$ cat config.mk
export PLATFORM = sky130hd
export DESIGN_NAME = chacha20_stream_cipher_unit
export DESIGN_NICKNAME = d
export VERILOG_FILES = /design/src/hdl/chacha_pkg.sv /design/src/hdl/chacha20_stream_cipher_unit.sv /design/src/hdl/chacha_ctrl.sv /design/src/hdl/chacha_dp.sv
export VERILOG_INCLUDE_DIRS = /design/src /design/src/hdl
export SDC_FILE = /design/constraint.sdc
export NUM_CORES = 2
export LEC_CHECK = 0
export CAP_MARGIN = 40
export CORE_UTILIZATION = 58
export CTS_CLUSTER_DIAMETER = 60
export CTS_CLUSTER_SIZE = 25
export DETAILED_ROUTE_END_ITERATION = 7
export DONT_BUFFER_PORTS = 1
export GPL_ROUTABILITY_DRIVEN = 1
export GPL_TIMING_DRIVEN = 1
export PLACE_DENSITY = 0.74
export SLEW_MARGIN = 20
export SYNTH_ARGS = -nofsm -noshare
export SYNTH_HDL_FRONTEND = slang
export SYNTH_HIERARCHICAL = 1
export SYNTH_SLANG_ARGS = --single-unit
$ cat constraint.sdc
create_clock -name clk_i -period 19.4 [get_ports clk_i]
set_input_delay 3.88 -clock clk_i [delete_from_list [all_inputs] [get_ports clk_i]]
set_output_delay 3.88 -clock clk_i [all_outputs]
set_load 0.03 [all_outputs]
$ cat src/hdl/chacha20_stream_cipher_unit_defines.svh
// Assertion macros shared by the ChaCha20 stream cipher RTL.
// Included by the controller and the datapath; uses clk_i and rst_ni of the includer.
`ifndef CHACHA20_STREAM_CIPHER_UNIT_DEFINES_SVH
`define CHACHA20_STREAM_CIPHER_UNIT_DEFINES_SVH

// Same-cycle implication, checked out of reset.
`define CHACHA_ASSERT_NOW(label, ante, cons, msg) \
  label: assert property (@(posedge clk_i) disable iff (!rst_ni) (ante) |-> (cons)) \
    else $error(msg);

// Next-cycle implication, checked out of reset.
`define CHACHA_ASSERT_NEXT(label, ante, cons, msg) \
  label: assert property (@(posedge clk_i) disable iff (!rst_ni) (ante) |=> (cons)) \
    else $error(msg);

`endif

$ cat src/hdl/chacha_pkg.sv
// Shared types, constants and functions of the ChaCha20 stream cipher.
// Used by chacha_ctrl, chacha_dp and the top level; depends on nothing.
`default_nettype none

package chacha_pkg;

  localparam int unsigned DOUBLE_ROUNDS_DEF = 10;

  localparam int unsigned CFG_DATA_W  = 64;
  localparam int unsigned CFG_INDEX_W = 3;

  // Configuration register indexes.
  localparam logic [CFG_INDEX_W-1:0] CFG_KEY_0_7   = 3'd0;
  localparam logic [CFG_INDEX_W-1:0] CFG_KEY_8_15  = 3'd1;
  localparam logic [CFG_INDEX_W-1:0] CFG_KEY_16_23 = 3'd2;
  localparam logic [CFG_INDEX_W-1:0] CFG_KEY_24_31 = 3'd3;
  localparam logic [CFG_INDEX_W-1:0] CFG_NONCE     = 3'd4;

  // "expand 32-byte k" as four little-endian words.
  localparam logic [31:0] SIGMA_0 = 32'h6170_7865;
  localparam logic [31:0] SIGMA_1 = 32'h3320_646e;
  localparam logic [31:0] SIGMA_2 = 32'h7962_2d32;
  localparam logic [31:0] SIGMA_3 = 32'h6b20_6574;

  typedef logic [15:0][31:0] block_t;

  // Commands from the controller to the datapath.
  typedef struct packed {
    logic accept;  // latch the input item, apply a message restart
    logic load;    // load the working block from the initial block
    logic round;   // run one half quarter round
    logic diag;    // diagonal round taps instead of column taps
    logic half;    // second half of the quarter round, then rotate rows
    logic feed;    // feedforward add into the keystream block
    logic emit;    // write the result register, advance the word index
  } cmd_t;

  // Status from the datapath to the controller.
  typedef struct packed {
    logic need_block;  // the offered item starts a new keystream block
    logic out_free;    // the result register can take a result this cycle
  } status_t;

  function automatic logic [31:0] rotl(input logic [31:0] v, input int unsigned n);
    rotl = (v << n) | (v >> (32 - n));
  endfunction

  function automatic block_t build_init(input logic [63:0] k0, input logic [63:0] k1,
                                        input logic [63:0] k2, input logic [63:0] k3,
                                        input logic [63:0] ctr, input logic [63:0] nonce);
    block_t b;
    b[0]  = SIGMA_0;
    b[1]  = SIGMA_1;
    b[2]  = SIGMA_2;
    b[3]  = SIGMA_3;
    b[4]  = k0[31:0];
    b[5]  = k0[63:32];
    b[6]  = k1[31:0];
    b[7]  = k1[63:32];
    b[8]  = k2[31:0];
    b[9]  = k2[63:32];
    b[10] = k3[31:0];
    b[11] = k3[63:32];
    b[12] = ctr[31:0];
    b[13] = ctr[63:32];
    b[14] = nonce[31:0];
    b[15] = nonce[63:32];
    build_init = b;
  endfunction

endpackage

`default_nettype wire

$ cat src/hdl/chacha20_stream_cipher_unit.sv
// Top level of the ChaCha20 stream cipher with 64-bit nonce and 64-bit block counter.
// Instantiates chacha_ctrl and chacha_dp; uses chacha_pkg.
//
// Usage:
//   The input channel (in_valid_i / in_ready_o) carries one little-endian message
//   word per transfer with its valid byte count and first/last flags. The output
//   channel (out_valid_o / out_ready_i) returns exactly one result per input word:
//   the word XORed with the next keystream word, bytes beyond the count zeroed.
//   The user must write key and nonce via cfg_we_i / cfg_index_i / cfg_data_i only
//   while the block is idle; the block does not enforce it. Nothing is read back.
//   A word flagged first restarts the block counter and keystream position at zero.
//
// Sequencing:
//   A word that uses a stored keystream word goes through the emit state into the
//   output register; a word that starts a keystream block first passes the load,
//   round and feedforward states, on the single shared half quarter round unit.
//   The next word is taken while a result waits in the output register; if the
//   receiver stalls, the following result holds the sequencer and no word is taken.
//   Reset clears key, nonce, counter and position and empties the output register.
`default_nettype none

module chacha20_stream_cipher_unit #(
  parameter int unsigned DOUBLE_ROUNDS = chacha_pkg::DOUBLE_ROUNDS_DEF
) (
  input  wire logic                               clk_i,
  input  wire logic                               rst_ni,
  input  wire logic                               cfg_we_i,
  input  wire logic [chacha_pkg::CFG_INDEX_W-1:0] cfg_index_i,
  input  wire logic [chacha_pkg::CFG_DATA_W-1:0]  cfg_data_i,
  input  wire logic                               in_valid_i,
  output logic                                    in_ready_o,
  input  wire logic [31:0]                        data_word_i,
  input  wire logic [2:0]                         valid_bytes_i,
  input  wire logic                               first_word_i,
  input  wire logic                               last_word_i,
  output logic                                    out_valid_o,
  input  wire logic                               out_ready_i,
  output logic [31:0]                             out_word_o,
  output logic [2:0]                              out_bytes_o,
  output logic                                    end_of_message_o
);

  chacha_pkg::cmd_t    cmd;
  chacha_pkg::status_t status;

  // The sequencer decides, at each input transfer, whether a new keystream
  // block must be built, steps the datapath through load, rounds and
  // feedforward if so, and then through the result write.
  chacha_ctrl #(
    .DOUBLE_ROUNDS(DOUBLE_ROUNDS)
  ) u_ctrl (
    .clk_i      (clk_i),
    .rst_ni     (rst_ni),
    .in_valid_i (in_valid_i),
    .in_ready_o (in_ready_o),
    .status_i   (status),
    .cmd_o      (cmd)
  );

  // The datapath holds all payload state and the output register.
  chacha_dp u_dp (
    .clk_i            (clk_i),
    .rst_ni           (rst_ni),
    .cfg_we_i         (cfg_we_i),
    .cfg_index_i      (cfg_index_i),
    .cfg_data_i       (cfg_data_i),
    .data_word_i      (data_word_i),
    .valid_bytes_i    (valid_bytes_i),
    .first_word_i     (first_word_i),
    .last_word_i      (last_word_i),
    .out_valid_o      (out_valid_o),
    .out_ready_i      (out_ready_i),
    .out_word_o       (out_word_o),
    .out_bytes_o      (out_bytes_o),
    .end_of_message_o (end_of_message_o),
    .cmd_i            (cmd),
    .status_o         (status)
  );

endmodule

`default_nettype wire

$ cat src/hdl/chacha_ctrl.sv
// Sequencer of the ChaCha20 stream cipher: item handshake, block generation steps.
// Depends on chacha_pkg and the assertion macro header.
`default_nettype none
`include "chacha20_stream_cipher_unit_defines.svh"

module chacha_ctrl #(
  parameter int unsigned DOUBLE_ROUNDS = chacha_pkg::DOUBLE_ROUNDS_DEF
) (
  input  wire logic                clk_i,
  input  wire logic                rst_ni,
  input  wire logic                in_valid_i,
  output logic                     in_ready_o,
  input  wire chacha_pkg::status_t status_i,
  output chacha_pkg::cmd_t         cmd_o
);

  // Each double round is 8 quarter rounds of 2 halves.
  localparam int unsigned NumSteps = DOUBLE_ROUNDS * 16;
  localparam int unsigned StepW    = $clog2(NumSteps);

  typedef enum logic [4:0] {
    ST_IDLE  = 5'b00001,
    ST_LOAD  = 5'b00010,
    ST_ROUND = 5'b00100,
    ST_FEED  = 5'b01000,
    ST_EMIT  = 5'b10000
  } state_e;

  state_e           state_q, state_d;
  logic [StepW-1:0] step_q, step_d;
  logic             step_last;
  logic             accept;

  assign in_ready_o = (state_q == ST_IDLE);
  assign accept     = in_valid_i && in_ready_o;
  assign step_last  = (step_q == StepW'(NumSteps - 1));

  always_comb begin
    state_d = state_q;
    step_d  = step_q;
    unique case (state_q)
      ST_IDLE: begin
        if (accept) begin
          state_d = status_i.need_block ? ST_LOAD : ST_EMIT;
        end
      end
      ST_LOAD: begin
        step_d  = '0;
        state_d = ST_ROUND;
      end
      ST_ROUND: begin
        step_d = step_q + StepW'(1);
        if (step_last) begin
          state_d = ST_FEED;
        end
      end
      ST_FEED: begin
        state_d = ST_EMIT;
      end
      ST_EMIT: begin
        if (status_i.out_free) begin
          state_d = ST_IDLE;
        end
      end
      default: begin
        state_d = ST_IDLE;
      end
    endcase
  end

  always_comb begin
    cmd_o        = '0;
    cmd_o.accept = accept;
    cmd_o.load   = (state_q == ST_LOAD);
    cmd_o.round  = (state_q == ST_ROUND);
    // Steps 0..7 of a double round are the column round, 8..15 the diagonal round.
    cmd_o.diag   = step_q[3];
    cmd_o.half   = step_q[0];
    cmd_o.feed   = (state_q == ST_FEED);
    cmd_o.emit   = (state_q == ST_EMIT) && status_i.out_free;
  end

  always_ff @(posedge clk_i or negedge rst_ni) begin
    if (!rst_ni) begin
      state_q <= ST_IDLE;
      step_q  <= '0;
    end else begin
      state_q <= state_d;
      step_q  <= step_d;
    end
  end

  `CHACHA_ASSERT_NEXT(a_load_then_round, state_q == ST_LOAD, state_q == ST_ROUND && step_q == '0, "load not followed by first round step")
  `CHACHA_ASSERT_NEXT(a_rounds_then_feed, state_q == ST_ROUND && step_last, state_q == ST_FEED, "round sequence did not end in feedforward")
  `CHACHA_ASSERT_NEXT(a_emit_then_idle, cmd_o.emit, state_q == ST_IDLE, "emit did not return to idle")

endmodule

`default_nettype wire

$ cat src/hdl/chacha_dp.sv
// Datapath of the ChaCha20 stream cipher: configuration, working and keystream
// blocks, the shared half quarter round unit and the result register. Uses chacha_pkg.
`default_nettype none
`include "chacha20_stream_cipher_unit_defines.svh"

module chacha_dp (
  input  wire logic                                   clk_i,
  input  wire logic                                   rst_ni,
  input  wire logic                                   cfg_we_i,
  input  wire logic [chacha_pkg::CFG_INDEX_W-1:0]     cfg_index_i,
  input  wire logic [chacha_pkg::CFG_DATA_W-1:0]      cfg_data_i,
  input  wire logic [31:0]                            data_word_i,
  input  wire logic [2:0]                             valid_bytes_i,
  input  wire logic                                   first_word_i,
  input  wire logic                                   last_word_i,
  output logic                                        out_valid_o,
  input  wire logic                                   out_ready_i,
  output logic [31:0]                                 out_word_o,
  output logic [2:0]                                  out_bytes_o,
  output logic                                        end_of_message_o,
  input  wire chacha_pkg::cmd_t                       cmd_i,
  output chacha_pkg::status_t                         status_o
);

  logic [63:0] key0_q, key1_q, key2_q, key3_q, nonce_q;
  logic [63:0] ctr_q, ctr_d;
  logic [3:0]  idx_q, idx_d;

  logic [31:0] data_q;
  logic [2:0]  bytes_q;
  logic        last_q;

  chacha_pkg::block_t init_w, work_q, work_d, upd, rot;
  logic [31:0]        ks_q [16];

  logic [31:0] a_s, b_s, c_s, d_s, a_n, b_n, c_n, d_n, d_x, b_x;

  logic [31:0] ks_word, mask;
  logic [2:0]  cnt;

  logic        out_valid_q;
  logic [31:0] out_word_q;
  logic [2:0]  out_bytes_q;
  logic        eom_q;

  // Configuration registers.
  always_ff @(posedge clk_i or negedge rst_ni) begin
    if (!rst_ni) begin
      key0_q  <= '0;
      key1_q  <= '0;
      key2_q  <= '0;
      key3_q  <= '0;
      nonce_q <= '0;
    end else if (cfg_we_i) begin
      unique case (cfg_index_i)
        chacha_pkg::CFG_KEY_0_7:   key0_q  <= cfg_data_i;
        chacha_pkg::CFG_KEY_8_15:  key1_q  <= cfg_data_i;
        chacha_pkg::CFG_KEY_16_23: key2_q  <= cfg_data_i;
        chacha_pkg::CFG_KEY_24_31: key3_q  <= cfg_data_i;
        chacha_pkg::CFG_NONCE:     nonce_q <= cfg_data_i;
        default: ;
      endcase
    end
  end

  assign init_w = chacha_pkg::build_init(key0_q, key1_q, key2_q, key3_q, ctr_q, nonce_q);

  // Half quarter round on column 0 or on the main diagonal.
  always_comb begin
    a_s = work_q[0];
    b_s = cmd_i.diag ? work_q[5]  : work_q[4];
    c_s = cmd_i.diag ? work_q[10] : work_q[8];
    d_s = cmd_i.diag ? work_q[15] : work_q[12];
    a_n = a_s + b_s;
    d_x = d_s ^ a_n;
    d_n = cmd_i.half ? chacha_pkg::rotl(d_x, 8) : chacha_pkg::rotl(d_x, 16);
    c_n = c_s + d_n;
    b_x = b_s ^ c_n;
    b_n = cmd_i.half ? chacha_pkg::rotl(b_x, 7) : chacha_pkg::rotl(b_x, 12);
  end

  // After a whole quarter round every row turns left by one column, so the
  // next column or diagonal comes to the fixed taps.
  always_comb begin
    upd    = work_q;
    upd[0] = a_n;
    if (cmd_i.diag) begin
      upd[5]  = b_n;
      upd[10] = c_n;
      upd[15] = d_n;
    end else begin
      upd[4]  = b_n;
      upd[8]  = c_n;
      upd[12] = d_n;
    end
    for (int r = 0; r < 4; r++) begin
      for (int j = 0; j < 4; j++) begin
        rot[r*4 + j] = upd[r*4 + ((j + 1) % 4)];
      end
    end
  end

  always_comb begin
    work_d = work_q;
    if (cmd_i.load) begin
      work_d = init_w;
    end else if (cmd_i.round) begin
      work_d = cmd_i.half ? rot : upd;
    end
  end

  always_ff @(posedge clk_i) begin
    work_q <= work_d;
    if (cmd_i.feed) begin
      for (int i = 0; i < 16; i++) begin
        ks_q[i] <= work_q[i] + init_w[i];
      end
    end
    if (cmd_i.accept) begin
      data_q  <= data_word_i;
      bytes_q <= valid_bytes_i;
      last_q  <= last_word_i;
    end
  end

  // Result of the held item.
  assign ks_word = ks_q[idx_q];
  assign cnt     = (bytes_q > 3'd4) ? 3'd4 : bytes_q;

  always_comb begin
    unique case (cnt)
      3'd0:    mask = 32'h0000_0000;
      3'd1:    mask = 32'h0000_00ff;
      3'd2:    mask = 32'h0000_ffff;
      3'd3:    mask = 32'h00ff_ffff;
      default: mask = 32'hffff_ffff;
    endcase
  end

  always_comb begin
    ctr_d = ctr_q;
    idx_d = idx_q;
    if (cmd_i.accept && first_word_i) begin
      ctr_d = '0;
      idx_d = '0;
    end else if (cmd_i.emit) begin
      idx_d = idx_q + 4'd1;
      if (idx_q == 4'hf) begin
        ctr_d = ctr_q + 64'd1;
      end
    end
  end

  always_ff @(posedge clk_i or negedge rst_ni) begin
    if (!rst_ni) begin
      ctr_q       <= '0;
      idx_q       <= '0;
      out_valid_q <= 1'b0;
    end else begin
      ctr_q <= ctr_d;
      idx_q <= idx_d;
      if (cmd_i.emit) begin
        out_valid_q <= 1'b1;
      end else if (out_ready_i) begin
        out_valid_q <= 1'b0;
      end
    end
  end

  always_ff @(posedge clk_i) begin
    if (cmd_i.emit) begin
      out_word_q  <= (data_q ^ ks_word) & mask;
      out_bytes_q <= cnt;
      eom_q       <= last_q;
    end
  end

  assign status_o.need_block = first_word_i || (idx_q == 4'd0);
  assign status_o.out_free   = !out_valid_q || out_ready_i;

  assign out_valid_o      = out_valid_q;
  assign out_word_o       = out_word_q;
  assign out_bytes_o      = out_bytes_q;
  assign end_of_message_o = eom_q;

  `CHACHA_ASSERT_NOW(a_emit_into_free_slot, cmd_i.emit, !out_valid_q || out_ready_i, "result written over an untaken result")
  `CHACHA_ASSERT_NEXT(a_counter_steps_at_wrap, cmd_i.emit && idx_q == 4'hf, ctr_q == $past(ctr_q) + 64'd1 && idx_q == 4'd0, "block counter did not advance at end of block")

endmodule

`default_nettype wire
# == Yosys cells after proc, flatten, opt, wreduce, memory -nomap -nowiden ==
# Memory sizes are Yosys's and may differ from the RTL's.
# Index checks and enable logic that the tools add are counted.
# word_totals
n_memories,1
out_inout_bits,38
inputBits,109
mem_bits_rw,512
ff_bits,986
elab_cells,134
# op_classes
eq_ne,17
muxes,31
addsub,21
magnitude_cmp,1
bitwise_logic,8
n_reduce_logical,23
# mem_list
name,depth,width,read_ports,rd_ports_with_merged_regs,write_ports,line,rtl
u_dp.ks_q,16,32,1,0,16,chacha_dp.sv:34,logic [31:0] ks_q [16];
# op_table
cell,count
512-bit two-way mux,3
32-bit adder,14
32-bit two-way mux,11
64-bit two-way mux,3
32-bit one-hot mux with 4 select lines,1
"32-bit by 31-bit adder with 32-bit output, second input constant",3
32-bit XOR,3
"64-bit by 1-bit adder with 64-bit output, second input constant",1
"32-bit by 30-bit adder with 32-bit output, second input constant",1
32-bit bitwise AND,1
32-bit by 12-bit OR with 32-bit output,1
32-bit by 16-bit OR with 32-bit output,1
32-bit by 7-bit OR with 32-bit output,1
32-bit by 8-bit OR with 32-bit output,1
5-bit one-hot mux with 5 select lines,1
5-bit two-way mux,4
8-bit one-hot mux with 2 select lines,1
2-bit AND reduction,8
"3-bit by 2-bit == test with 1-bit output, second input constant",4
2-bit nonzero test,5
"8-bit by 1-bit adder with 8-bit output, second input constant",1
"8-bit == test, second input constant",1
4-bit two-way mux,2
"3-bit by 1-bit == test with 1-bit output, second input constant",2
other kinds (19),27

# == Depth between registers and ports, before layout ==
# depth
word_depth,13
ltp_mapped,32
ltp_nobuf,25

# == Modules after synthesis ==
# Netlist, hierarchy kept.
# modules_own_cells
mod,n_inst,seq_area_each_um2,cells_each,area_each_um2
chacha_dp,1,41364.7,7793,86279.0
chacha_ctrl,1,326.6,80,785.8

# == Least setup slack after synthesis ==
# Ideal clock, no wire load.
# synth_path
path_kind,reg-to-reg
start,reg u_ctrl.state_q[1]
end,"mem u_dp.ks_q[0][0], enable pin"
setup_time_ps,947
slack_ps,6219
n_path_buf,0
synth_period_minus_slack_ps,13181
arrival_time_ps,12235
path_stages_with_launch,3
required_time_ps,18453
path_cell_list,dfrtp_1 > nor2_4 > and3_1
# synth_lines
element,line,rtl
from (decl),chacha_ctrl.sv:29,"state_e state_q, state_d;"
from (signal assigned),chacha_ctrl.sv:88,state_q <= state_d;
to (decl),chacha_dp.sv:34,

==> out/results.ini <==
[global_route]
grt_max_degree=403
grt.overflow.total=0
track_usage_pct=44.2
grt_first_pass_wirelength_mm=475
antenna_found_initial=48
first_global_vias=65300

[timing]
skew_ns=0.0669
maxSlewHeadroom_pct=23.8
drv_slew=0
worst_pin_slew_ns=1.14
grt_setup_unrepaired=no
setup_viol_count_final=0
setup_tns_ns=0
fin_crit_ns=9.79
hold_viol_final=0
timing.fmax_mhz=102
worst_slack_ns=9.61
post-route-period-util_pct=50.4

[clock_tree]
cts.clk_slew.worst_paths_ns=0.09
clock_latency_ns=0.82
cts_buffers=136
cts.path.max_buffers=3
post-cts-setup-buffers=0
cts_resized=0
cts_max_level=4
cts_tree=yes
cts-root-buf=clkbuf_16
clkSinkCount=1498
postCtsHoldBufs=0

[critical_path]
end_kind=flop
r2r-end=u_dp/work_q[165]$_DFFE_PP_
r2r_slack_ns=9.61
crit_type=reg2reg
critPathRequiredTime_ns=19.89
worst-path-buf-inv=4
crit_path_start_kind=flop
arrival_ns=10.28
rr_worst_depth=26
cp_slowest_cell=dfrtp_4
critical_path.top_delay_family=compound AO/OA/AOI/OAI gates
reg2reg_from=u_ctrl/step_q[3]$_DFFE_PN0P_
critPathMaxFanout=50
max_stage_delay_ns=0.68

[worst_hold_path]
min_path_type=reg2reg
min-delay-start=u_dp/last_q$_DFFE_PP_
min_delay_path_depth=0
min_to=u_dp/end_of_message_o$_DFFE_PP_

[place]
place_congestion=1.04
dpl.hpwl_mm=254
port_buffers=0
dp_slack_ns=9.65

[die]
die_area_sq_um=152000
num_rows=141
die_h_um=389
die_w_um=389
start_util_pct=58.7
coreArea_sq_um=148000
pin_count=147

[yosys]
synth_area_sq_um=87100
yosysMostFrequentCell=edfxtp_1
synth_nets=8438
synthArstFlopShare_pct=26.8
syn_area_per_cell_sq_um=11.1
synth_area_leader_cell=edfxtp_1
synth_area_leaders=edfxtp_1 33%, dfrtp_1 12%, ha_1 6.4%, mux2_2 4.7%, xnor2_1 4.5%
synth_top_area_share_pct=33.4
yosysWarnings=6
ys_ff_latch=1498
synthCells=7873
synth-seq-area-share_pct=47.9
ys.flop_type=edfxtp_1
ys_top_cells_by_count=968 x edfxtp_1, 856 x nand2_1, 585 x o21ai_0, 502 x a21oi_1, 487 x nor2_1
ys_types=121
synth-edff-count=968

[routing]
drc=15
ant_nets=0
vias=69400
first_pass_iters=8
viasPerCell=6.96
wl_per_cell_um=33.9
drt_iter0_markers=10100
routed_wl_mm=339

[layout]
final_nets=8399
register_area_sq_um=41700
syn_to_final_growth_pct=9.26
multi_input_area_sq_um=43400
drive_above_1_share_pct=13.7
fill_cells=11500

[job]
drv_cap=0

[run_status]
status=complete, but fails checks
violations=DRC

[pwr]
finalPower_mw=16.3
switching_power_mw=7.80
p_leak_nw=36.4
p_comb_share_pct=52.3
clkPwrFrac_pct=18.5
seq_power_share_pct=29.2
powerDensity_nw_per_um2=172
peakVddDrop_mv=0.132
intPower_mw=8.54
swShare_pct=47.7

-- metrics by stage --
step / cells / cell area (sq um) / util (%) / hold slack (ns)
2_1_floorplan: 7873 / 87100 / - / 0.400
3_3_place_gp: 9639 / 89300 / 60.2 / 0.401
3_5_place_dp: 9678 / 89800 / 60.5 / 0.413
4_1_cts: 9931 / 94800 / 63.9 / 0.432
5_1_grt: 9952 / 95100 / 64.1 / 0.445
6_report: 9976 / 95100 / 64.1 / 0.428
-- layout by cell type (no fill, tap or decap), drive strengths merged, types with 128 or more instances in the layout --
cell type  synthesis  layout
mux2             367     367
inv              205     252
buf              101     167
nand3            137     137
nand2            857     857
a21oi            506     506
mux4             164     164
mux2i            144     144
edfxtp           968     968
nor2             491     491
dfrtp            401     401
ha               442     442
o21ai            604     604
clkbuf           251     164
dfxtp            128     128
a21o             204     204
xor2             230     230
xnor2            450     450
-- power groups by stage --
| stage | sequential (mW) | clock [mW] | combinational [mW] |
|---|---|---|---|
| after floorplan | 4.52 | 0 | 4.92 |
| after global placement | 4.78 | 0 | 7.94 |
| after detailed placement | 4.79 | 0 | 8.11 |
| after CTS | 4.72 | 3.04 | 8.16 |
| after global routing | 4.78 | 3.14 | 8.85 |
| final | 4.76 | 3.03 | 8.55 |
-- flip-flops by register name (all words and copies together), names as in the netlist --
register               flops
u_dp/key0_q               64
u_dp/key1_q               64
u_dp/idx_q                 4
u_dp/data_q               32
u_dp/out_word_o           32
u_dp/out_valid_o           1
u_dp/key2_q               64
u_ctrl/state_q             5
u_dp/out_bytes_o           3
u_dp/bytes_q               3
u_dp/work_q              192
u_dp/key3_q               64
u_dp/ks_q                512
u_ctrl/step_q              8
u_dp/end_of_message_o      1
u_dp/rot                 288
u_dp/a_s                  32
u_dp/nonce_q              64
u_dp/ctr_q                64
u_dp/last_q                1
-- logic make-up (layout without fill, tap and decap cells) --
family	count (synthesis)	after routing	synth area share [%]
XOR/XNOR	683	683	7.04
AO/OA/AOI/OAI	2049	2049	15.2
other	0	25	0
adder cells (fa/ha/maj)	456	456	6.67
buffers and inverters	558	634	2.46
AND/OR/NAND/NOR	1954	1954	10.1
flip-flops	1498	1498	47.9
multiplexers	675	675	10.7
-- area by class of cell --
cell class	instances	share of cell area (%)
timing repair buffer	175	1.76
multi-input combinational	5817	45.6
sequential	1498	43.8
tap	2002	2.63
clock inverter	97	1.29
antenna	25	0.0658
clock buffer	156	3.95
inverter	206	0.836
-- layer usage --
metal | share of wire (%) | up-vias | global-route usage, %
li1 | - | 29300 | -
met1 | 37 | 34300 | 58.3
met3 | 13 | 904 | 13.1
met5 | 0.052 | - | 0
met2 | 44 | 4946 | 66.2
met4 | 6.0 | 24 | 22.3
-- how the worst max path moves through the flow --
stage                                  startpoint                          to  cells past startpoint
global placement     u_ctrl/step_q[3]$_DFFE_PN0P_  u_dp/work_q[165]$_DFFE_PP_                     24
floorplan           u_ctrl/state_q[1]$_DFFE_PN0P_   u_dp/ks_q[0][0]$_DFFE_PP_                      2
finish               u_ctrl/step_q[3]$_DFFE_PN0P_  u_dp/work_q[165]$_DFFE_PP_                     26
global route         u_ctrl/step_q[3]$_DFFE_PN0P_  u_dp/work_q[165]$_DFFE_PP_                     26
detailed placement   u_ctrl/step_q[3]$_DFFE_PN0P_  u_dp/work_q[165]$_DFFE_PP_                     25
CTS                  u_ctrl/step_q[3]$_DFFE_PN0P_  u_dp/work_q[165]$_DFFE_PP_                     25
No activity file was read; power rests on OpenSTA's default activity.
